### src/design/qhd_pkg.sv
// Types, constants and helper functions of the quoted hex string decoder.
`default_nettype none
package qhd_pkg;

  localparam logic [7:0] CHAR_QUOTE = 8'h22;
  localparam logic [7:0] CHAR_0     = 8'h30;
  localparam logic [7:0] CHAR_9     = 8'h39;
  localparam logic [7:0] CHAR_UA    = 8'h41;
  localparam logic [7:0] CHAR_UF    = 8'h46;
  localparam logic [7:0] CHAR_LA    = 8'h61;
  localparam logic [7:0] CHAR_LF    = 8'h66;
  localparam logic [3:0] HEX_TEN    = 4'd10;

  localparam logic [7:0] MAX_BYTES_RESET = 8'd128;
  localparam logic [8:0] DIGIT_POS_MAX   = 9'd511;

  typedef enum logic [1:0] {
    KIND_BYTE = 2'd0,
    KIND_DONE = 2'd1,
    KIND_FAIL = 2'd2
  } kind_e;

  typedef enum logic [1:0] {
    PH_IDLE = 2'b01,
    PH_OPEN = 2'b10
  } phase_e;

  typedef struct packed {
    kind_e      kind;
    logic [7:0] value;
    logic       last;
  } result_t;

  // Bit 4 flags a hex digit, bits 3:0 hold its value.
  function automatic logic [4:0] hex_decode(input logic [7:0] c);
    logic [4:0] r;
    r = '0;
    if (c >= CHAR_0 && c <= CHAR_9) begin
      r = {1'b1, 4'(c - CHAR_0)};
    end else if (c >= CHAR_UA && c <= CHAR_UF) begin
      r = {1'b1, 4'(c - CHAR_UA) + HEX_TEN};
    end else if (c >= CHAR_LA && c <= CHAR_LF) begin
      r = {1'b1, 4'(c - CHAR_LA) + HEX_TEN};
    end
    return r;
  endfunction

endpackage
`default_nettype wire

### src/design/qhd_ifs.sv
// Valid/ready channel interfaces for characters in and results out.
`default_nettype none
interface qhd_in_if;
  logic       valid;
  logic       ready;
  logic [7:0] character;
  logic       field_start;
  logic       text_end;

  modport source (output valid, output character, output field_start, output text_end,
                  input ready);
  modport sink (input valid, input character, input field_start, input text_end,
                output ready);
endinterface

interface qhd_out_if;
  logic       valid;
  logic       ready;
  logic [1:0] kind;
  logic [7:0] value;
  logic       last_of_run;

  modport source (output valid, output kind, output value, output last_of_run,
                  input ready);
  modport sink (input valid, input kind, input value, input last_of_run,
                output ready);
endinterface
`default_nettype wire

### src/design/quoted_hex_string_decoder.sv
// Top level of the quoted hex string decoder.
//
// Characters of a command parameter arrive one per beat on in_s, with
// field_start marking the opening quote of a field and text_end the last
// character of the text. Results leave on out_m: kind 0 carries a decoded
// byte, kind 1 ends the field successfully with the byte count, kind 2
// ends it with failure; last_of_run flags the final result of a character.
// The user must write the capacity register through cfg_we_i and
// cfg_data_i only while the block is idle; the block does not enforce it.
// The register resets to 128 bytes. A character is registered on acceptance,
// decoded once the queue has room, and its results queued. One character
// is taken per cycle as long as the four-entry result queue holds two free
// places; a character that yields a byte and a failure costs two output
// beats. Reset empties the queue and closes any open field. When the
// receiver stalls, results wait in the queue, and in_s.ready falls while a
// character waits in the input register and fewer than two places remain.
`default_nettype none
module quoted_hex_string_decoder (
  input  wire logic       clk_i,
  input  wire logic       rst_ni,
  qhd_in_if.sink          in_s,
  qhd_out_if.source       out_m,
  input  wire logic       cfg_we_i,
  input  wire logic [7:0] cfg_data_i
);
  import qhd_pkg::*;

  logic       space_ok;
  logic [1:0] push_n;
  result_t    res0, res1, head;

  qhd_core u_core (
    .clk_i         (clk_i),
    .rst_ni        (rst_ni),
    .in_valid_i    (in_s.valid),
    .in_ready_o    (in_s.ready),
    .character_i   (in_s.character),
    .field_start_i (in_s.field_start),
    .text_end_i    (in_s.text_end),
    .cfg_we_i      (cfg_we_i),
    .cfg_data_i    (cfg_data_i),
    .space_ok_i    (space_ok),
    .push_n_o      (push_n),
    .res0_o        (res0),
    .res1_o        (res1)
  );

  qhd_fifo u_fifo (
    .clk_i       (clk_i),
    .rst_ni      (rst_ni),
    .push_n_i    (push_n),
    .res0_i      (res0),
    .res1_i      (res1),
    .space_ok_o  (space_ok),
    .out_valid_o (out_m.valid),
    .out_ready_i (out_m.ready),
    .head_o      (head)
  );

  assign out_m.kind        = head.kind;
  assign out_m.value       = head.value;
  assign out_m.last_of_run = head.last;

endmodule
`default_nettype wire

### src/design/qhd_core.sv
// Input register and per-character decode with field state; emits up to two results.
`default_nettype none
module qhd_core (
  input  wire logic            clk_i,
  input  wire logic            rst_ni,
  input  wire logic            in_valid_i,
  output logic                 in_ready_o,
  input  wire logic [7:0]      character_i,
  input  wire logic            field_start_i,
  input  wire logic            text_end_i,
  input  wire logic            cfg_we_i,
  input  wire logic [7:0]      cfg_data_i,
  input  wire logic            space_ok_i,
  output logic [1:0]           push_n_o,
  output qhd_pkg::result_t     res0_o,
  output qhd_pkg::result_t     res1_o
);
  import qhd_pkg::*;

  logic       valid_q;
  logic [7:0] char_q;
  logic       start_q;
  logic       end_q;
  logic [7:0] max_bytes_q;

  phase_e     phase_q, phase_d;
  logic [8:0] digit_pos_q, digit_pos_d;
  logic [7:0] byte_count_q, byte_count_d;
  logic [3:0] high_nib_q, high_nib_d;

  logic       proc;
  logic       emit_byte, emit_end;
  kind_e      end_kind;
  logic [7:0] byte_val;
  logic [4:0] hex;
  logic [8:0] pos_next;

  assign proc       = valid_q && space_ok_i;
  assign in_ready_o = !valid_q || proc;
  assign hex        = hex_decode(char_q);

  always_ff @(posedge clk_i or negedge rst_ni) begin
    if (!rst_ni) begin
      valid_q <= 1'b0;
    end else if (in_ready_o) begin
      valid_q <= in_valid_i;
    end
  end

  always_ff @(posedge clk_i) begin
    if (in_ready_o && in_valid_i) begin
      char_q  <= character_i;
      start_q <= field_start_i;
      end_q   <= text_end_i;
    end
  end

  always_ff @(posedge clk_i or negedge rst_ni) begin
    if (!rst_ni) begin
      max_bytes_q  <= MAX_BYTES_RESET;
      phase_q      <= PH_IDLE;
      digit_pos_q  <= '0;
      byte_count_q <= '0;
      high_nib_q   <= '0;
    end else begin
      if (cfg_we_i) begin
        max_bytes_q <= cfg_data_i;
      end
      phase_q      <= phase_d;
      digit_pos_q  <= digit_pos_d;
      byte_count_q <= byte_count_d;
      high_nib_q   <= high_nib_d;
    end
  end

  always_comb begin
    phase_d      = phase_q;
    digit_pos_d  = digit_pos_q;
    byte_count_d = byte_count_q;
    high_nib_d   = high_nib_q;
    emit_byte    = 1'b0;
    emit_end     = 1'b0;
    end_kind     = KIND_FAIL;
    byte_val     = {high_nib_q, hex[3:0]};
    pos_next     = (digit_pos_q == DIGIT_POS_MAX) ? digit_pos_q : digit_pos_q + 9'd1;
    if (proc) begin
      if (start_q) begin
        digit_pos_d  = '0;
        byte_count_d = '0;
        high_nib_d   = '0;
        if (end_q || max_bytes_q == 8'd0 || char_q != CHAR_QUOTE) begin
          phase_d  = PH_IDLE;
          emit_end = 1'b1;
        end else begin
          phase_d = PH_OPEN;
        end
      end else if (phase_q == PH_OPEN) begin
        if (char_q == CHAR_QUOTE) begin
          phase_d  = PH_IDLE;
          emit_end = 1'b1;
          end_kind = KIND_DONE;
        end else if (!hex[4]) begin
          phase_d  = PH_IDLE;
          emit_end = 1'b1;
        end else begin
          if (!digit_pos_q[0]) begin
            high_nib_d = hex[3:0];
          end else begin
            emit_byte    = 1'b1;
            byte_count_d = byte_count_q + 8'd1;
          end
          digit_pos_d = pos_next;
          // No closing quote can follow once the capacity is used up.
          if (end_q || pos_next >= {max_bytes_q, 1'b0}) begin
            phase_d  = PH_IDLE;
            emit_end = 1'b1;
          end
        end
      end
    end
  end

  always_comb begin
    push_n_o = {1'b0, emit_byte} + {1'b0, emit_end};
    res1_o.kind  = end_kind;
    res1_o.value = (end_kind == KIND_DONE) ? byte_count_q : 8'd0;
    res1_o.last  = 1'b1;
    if (emit_byte) begin
      res0_o.kind  = KIND_BYTE;
      res0_o.value = byte_val;
      res0_o.last  = !emit_end;
    end else begin
      res0_o = res1_o;
    end
  end

endmodule
`default_nettype wire

### src/design/qhd_fifo.sv
// Four-entry result queue taking up to two results and giving one per cycle while out_ready_i is high.
`default_nettype none
module qhd_fifo (
  input  wire logic              clk_i,
  input  wire logic              rst_ni,
  input  wire logic [1:0]        push_n_i,
  input  wire qhd_pkg::result_t  res0_i,
  input  wire qhd_pkg::result_t  res1_i,
  output logic                   space_ok_o,
  output logic                   out_valid_o,
  input  wire logic              out_ready_i,
  output qhd_pkg::result_t       head_o
);
  import qhd_pkg::*;

  result_t    mem_q [4];
  logic [1:0] wr_ptr_q, rd_ptr_q;
  logic [2:0] count_q;
  logic       pop;

  assign out_valid_o = count_q != 3'd0;
  assign pop         = out_valid_o && out_ready_i;
  assign head_o      = mem_q[rd_ptr_q];
  // Room for the worst case of two results from the next character.
  assign space_ok_o  = count_q <= 3'd2;

  always_ff @(posedge clk_i) begin
    if (push_n_i != 2'd0) begin
      mem_q[wr_ptr_q] <= res0_i;
    end
    if (push_n_i == 2'd2) begin
      mem_q[wr_ptr_q + 2'd1] <= res1_i;
    end
  end

  always_ff @(posedge clk_i or negedge rst_ni) begin
    if (!rst_ni) begin
      wr_ptr_q <= '0;
      rd_ptr_q <= '0;
      count_q  <= '0;
    end else begin
      wr_ptr_q <= wr_ptr_q + push_n_i;
      rd_ptr_q <= rd_ptr_q + {1'b0, pop};
      count_q  <= count_q + {1'b0, push_n_i} - {2'b0, pop};
    end
  end

endmodule
`default_nettype wire

### src/flat_wrapper.sv
// flat-port wrapper written by rule: the top's interface ports become plain ports
module quoted_hex_string_decoder_flat import qhd_pkg::*;
  (clk_i, rst_ni, cfg_we_i, cfg_data_i, in_s_valid, in_s_character, in_s_field_start, in_s_text_end, in_s_ready, out_m_valid, out_m_kind, out_m_value, out_m_last_of_run, out_m_ready);
  qhd_in_if in_s_i ();
  qhd_out_if out_m_i ();
  input  wire logic clk_i;
  input  wire logic rst_ni;
  input  wire logic cfg_we_i;
  input  wire logic [7:0] cfg_data_i;
  input wire logic [$bits(in_s_i.valid)-1:0] in_s_valid;
  input wire logic [$bits(in_s_i.character)-1:0] in_s_character;
  input wire logic [$bits(in_s_i.field_start)-1:0] in_s_field_start;
  input wire logic [$bits(in_s_i.text_end)-1:0] in_s_text_end;
  output wire logic [$bits(in_s_i.ready)-1:0] in_s_ready;
  output wire logic [$bits(out_m_i.valid)-1:0] out_m_valid;
  output wire logic [$bits(out_m_i.kind)-1:0] out_m_kind;
  output wire logic [$bits(out_m_i.value)-1:0] out_m_value;
  output wire logic [$bits(out_m_i.last_of_run)-1:0] out_m_last_of_run;
  input wire logic [$bits(out_m_i.ready)-1:0] out_m_ready;
  assign in_s_i.valid = in_s_valid;
  assign in_s_i.character = in_s_character;
  assign in_s_i.field_start = in_s_field_start;
  assign in_s_i.text_end = in_s_text_end;
  assign in_s_ready = in_s_i.ready;
  assign out_m_valid = out_m_i.valid;
  assign out_m_kind = out_m_i.kind;
  assign out_m_value = out_m_i.value;
  assign out_m_last_of_run = out_m_i.last_of_run;
  assign out_m_i.ready = out_m_ready;
  quoted_hex_string_decoder u_core (.clk_i(clk_i), .rst_ni(rst_ni), .in_s(in_s_i), .out_m(out_m_i), .cfg_we_i(cfg_we_i), .cfg_data_i(cfg_data_i));
endmodule
### config.mk
export PLATFORM = sky130hd
export DESIGN_NAME = quoted_hex_string_decoder_flat
export DESIGN_NICKNAME = d
export VERILOG_FILES = /design/src/design/qhd_pkg.sv /design/src/design/qhd_ifs.sv /design/src/design/quoted_hex_string_decoder.sv /design/src/design/qhd_core.sv /design/src/design/qhd_fifo.sv /design/src/flat_wrapper.sv
export SDC_FILE = /design/constraint.sdc
export NUM_CORES = 1
export LEC_CHECK = 0
export ABC_CLOCK_PERIOD_IN_PS = 3800
export BUFFER_PORTS_ARGS = -buffer_cell sky130_fd_sc_hd__buf_2
export CAP_MARGIN = 20
export CORE_MARGIN = 3
export CORE_UTILIZATION = 35
export CTS_BUF_LIST = sky130_fd_sc_hd__clkbuf_4
export CTS_CLUSTER_DIAMETER = 200
export DETAILED_ROUTE_END_ITERATION = 10
export SLEW_MARGIN = 20
export SYNTH_ARGS = -nofsm -noshare
export SYNTH_HDL_FRONTEND = slang
export SYNTH_SLANG_ARGS = --single-unit
### constraint.sdc
create_clock -name clk_i -period 3.8 [get_ports clk_i]
set_input_delay 1.14 -clock clk_i [delete_from_list [all_inputs] [get_ports clk_i]]
set_output_delay 1.14 -clock clk_i [all_outputs]
set_load 0.1 [all_outputs]
==> flow_metrics.tcl <==
set metrics [dict create \
    status "finished clean" \
    setup_violations 0 \
    design.core.area_sq_um 14000 \
    finalSetupTns_ns 0 \
    h-tree-depth 3 \
    grt_pass1_vias 3781 \
    root_buffer "clkbuf_4" \
    drc 0 \
    worstMarginPinSlew_ns 0.928 \
    synth_cell_type_count 70 \
    synth_top_area_share_pct 29.8 \
    num_vias 3707 \
    num_rows 43 \
    netlist_instances 443 \
    syn-num-nets 489 \
    hold_viol_final 0 \
    cpLargestDelayFamily "adder cells" \
    dieArea_sq_um 15900 \
    antenna_cells 0 \
    ys_ff_latch 93 \
    async_reset_ff_share_pct 41.9 \
    worstPathMaxFanout 3 \
    critPathRequiredTime_ns 4.15 \
    post_drt_wl_per_cell_microns 16.6 \
    power_density_nw_per_um2 630 \
    initial_core_util_pct 36.1 \
    nets 552 \
    ys_warn_count 0 \
    place_area_sq_um 5640 \
    hold_path_class "flop to flop" \
    ys_seq_area_share_pct 50.8 \
    gp_congestion 0.840 \
    final_cell_area_sq_um 5890 \
    grt_max_degree 40 \
    fillers 1342 \
    instances_no_fill 691 \
    drv_slew 0 \
    crit_type "flop to flop" \
    hpwlAfterDp_microns 8490 \
    cts_max_path_buffers 2 \
    cts_buffers 9 \
    portBuffers 35 \
    slowest_stage "dfrtp_1" \
    p_leak_nw 2.29 \
    startpoint_type "flop" \
    areaGrowthSynthToFinish_pct 16.8 \
    routed_via_density 5.36 \
    ys_top_cells_by_count "edfxtp_1 (50), dfrtp_1 (37), nand2_1 (32), inv_1 (27), a21oi_1 (26)" \
    fin_crit_sh_pct 96.6 \
    drive_gt1_share_pct 28.0 \
    crit_buf_inv 2 \
    timing.hold.ws_ns 0.502 \
    fmax_mhz 273 \
    rsz0062_at_grt "true" \
    grt_overflow 0 \
    antenna_found_initial 0 \
    holdBufCountCts 0 \
    vdd_drop_max_uv 305 \
    clk_latency_ns 0.45 \
    clk_pin_slew_worst_paths_ns 0.16 \
    drt-total-wl_microns 11500 \
    synth_flop_cell "edfxtp_1" \
    clkSinkCount 93 \
    dp_cells 672 \
    path_cells "ha_2 > and2_4 > and3_1 > or2_2 > ha_4 > and2_1 > o2111a_1 > o211ai_1 > o211ai_1 > nand2_1 > ha_4 > inv_1 > ha_1 > inv_1 > ha_2 > fa_2 > xnor2_2" \
    synth-edff-count 50 \
    dieHeight_microns 126 \
    critPathCaptureType "flop" \
    syn-mean-instance-area_sq_um 11.4 \
    min_period_ns 3.67 \
    drtAntennaViolNets 0 \
    maxSlewHeadroom_pct 37.7 \
    synth.area.top_cells "edfxtp_1 (30%), dfrtp_1 (18%), ha_1 (5.5%)" \
    crit_path_max_incr_delay_ns 0.41 \
    cp_data_arrival_time_ns 4.02 \
    synth.most_common_cell "edfxtp_1" \
    cts_tree "done" \
    syn_area_sq_um 5040 \
    pin_count 36 \
    maxCapViolCount 0 \
    clock_skew_ns 0.0162 \
    dr.pass1.iters 4 \
    drt_iter0_markers 267 \
    synth_top_area_cell "edfxtp_1" \
    die_w_microns 126 \
    grt_usage_pct 14.7 \
    grt_pass1_wl_microns 18900 \
]
worst paths after layout:
kind / start / end / slack (ns) / cells after the start
setup / recovery: u_core.u_core.digit_pos_q[1] / u_core.u_fifo.count_q[2] / 0.13 / 17
hold / removal: u_core.u_fifo.mem_q[1][0] / u_core.u_fifo.mem_q[1][0] / 0.50 / 2
max in group asynchronous: rst_ni / u_core.u_core.byte_count_q[0] / 2.45 / 1
hold reg to reg: u_core.u_fifo.mem_q[1][0] / u_core.u_fifo.mem_q[1][0] / 0.50 / 2
min in group asynchronous: rst_ni / u_core.u_core.digit_pos_q[0] / 0.80 / 1
setup reg to reg: u_core.u_core.digit_pos_q[1] / u_core.u_fifo.count_q[2] / 0.13 / 17
report_power, final:
| part | internal (mW) | switching (mW) |
|---|---|---|
| Clock | 0.145 | 0.370 |
| Combinational | 0.520 | 1.16 |
| Sequential | 1.28 | 0.233 |
| Total | 1.95 | 1.76 |
logic make-up after synthesis:
group           count (synthesis)  share of synthesized area (%)
compound gates                110                           16.5
xor+xnor                        9                           1.56
fa+ha+maj                      23                           5.85
buf+inv                        51                           4.12
flops                          93                           50.8
mux                            20                           6.75
simple gates                  137                           14.4
timing repair:
action	4_1_cts	5_1_grt
gates resized for setup	1	22
endpoints found under the setup margin	2	79
cloned	0	0
pin swaps	0	14
setup buffers	0	3
worst register-to-register path, cell delays in order, from the launching register on:
cell and delay, ns:
dfrtp_1 0.41, ha_2 0.20, and2_4 0.16, and3_1 0.18
or2_2 0.31, ha_4 0.28, and2_1 0.12, o2111a_1 0.21
o211ai_1 0.12, o211ai_1 0.14, nand2_1 0.14, ha_4 0.28
inv_1 0.04, ha_1 0.26, inv_1 0.04, ha_2 0.18
fa_2 0.37, xnor2_2 0.14
state kept, by name, indices dropped and copies added, names as in the netlist:
register and cells:
u_core.u_core.byte_count_q 8, u_core.u_core.char_q 8, u_core.u_fifo.count_q 3, u_core.u_core.high_nib_q 4, u_core.u_fifo.wr_ptr_q 2, u_core.u_core.phase_q 2
u_core.u_fifo.rd_ptr_q 2, u_core.u_core.digit_pos_q 9, u_core.u_core.end_q 1, u_core.u_core.max_bytes_q 8, u_core.u_fifo.mem_q 44, u_core.u_core.start_q 1
u_core.u_core.valid_q 1
layout make-up:
cell class | count | area [sq um] | area share, %
Sequential cell | 93 | 2560 | 43.4
Clock buffer | 9 | 67.6 | 1.15
Timing Repair Buffer | 74 | 480 | 8.15
Clock inverter | 7 | 57.6 | 0.977
Multi-Input combinational cell | 299 | 2390 | 40.6
Tap cell | 180 | 225 | 3.82
Inverter | 29 | 109 | 1.85
layout by cell type, fill, tap and decap left out, types with 3 or more instances in the layout:
cell,synthesis,routed
nand3_1,21,20
nand2b_1,10,10
nand4_1,4,4
nor2_1,21,17
mux4_2,11,11
xor2_1,3,3
mux2i_1,7,7
xnor2_1,6,4
a21oi_1,26,24
buf_4,1,38
or3_1,4,4
and2_1,9,8
a22o_1,21,21
nor4_1,6,6
a31oi_1,4,3
nand2_1,32,30
inv_6,0,3
inv_1,27,27
o211ai_1,4,4
nor3_1,5,5
or2_2,4,4
a32o_1,8,8
o21ai_0,19,19
ha_1,22,16
edfxtp_1,50,50
dfxtp_1,4,4
nor2b_1,3,3
ha_2,0,3
nor2_2,0,4
buf_2,4,35
ha_4,0,3
clkbuf_4,0,9
nor3b_1,4,4
dfrtp_1,37,37
metal layers:
metal  vias up  wire length [microns]  global-route usage [%]
li1       1794                      -                       -
met1      1822                   5190                    19.3
met2        78                   5700                    24.8
met3        13                    466                    3.22
met4         0                    144                    3.53
met5         -                      0                       0
stage by stage:
step	total power, mW	worst slack, ns	utilization, %
after floorplan	2.78	-0.00278	-
after global placement	3.17	0.0785	40.3
after detailed placement	3.20	0.0322	40.3
after CTS	3.71	0.0187	41.2
after global routing	3.93	-0.0347	42.1
final	3.71	0.131	42.1
Note: power is estimated with default switching activity, not from simulation.
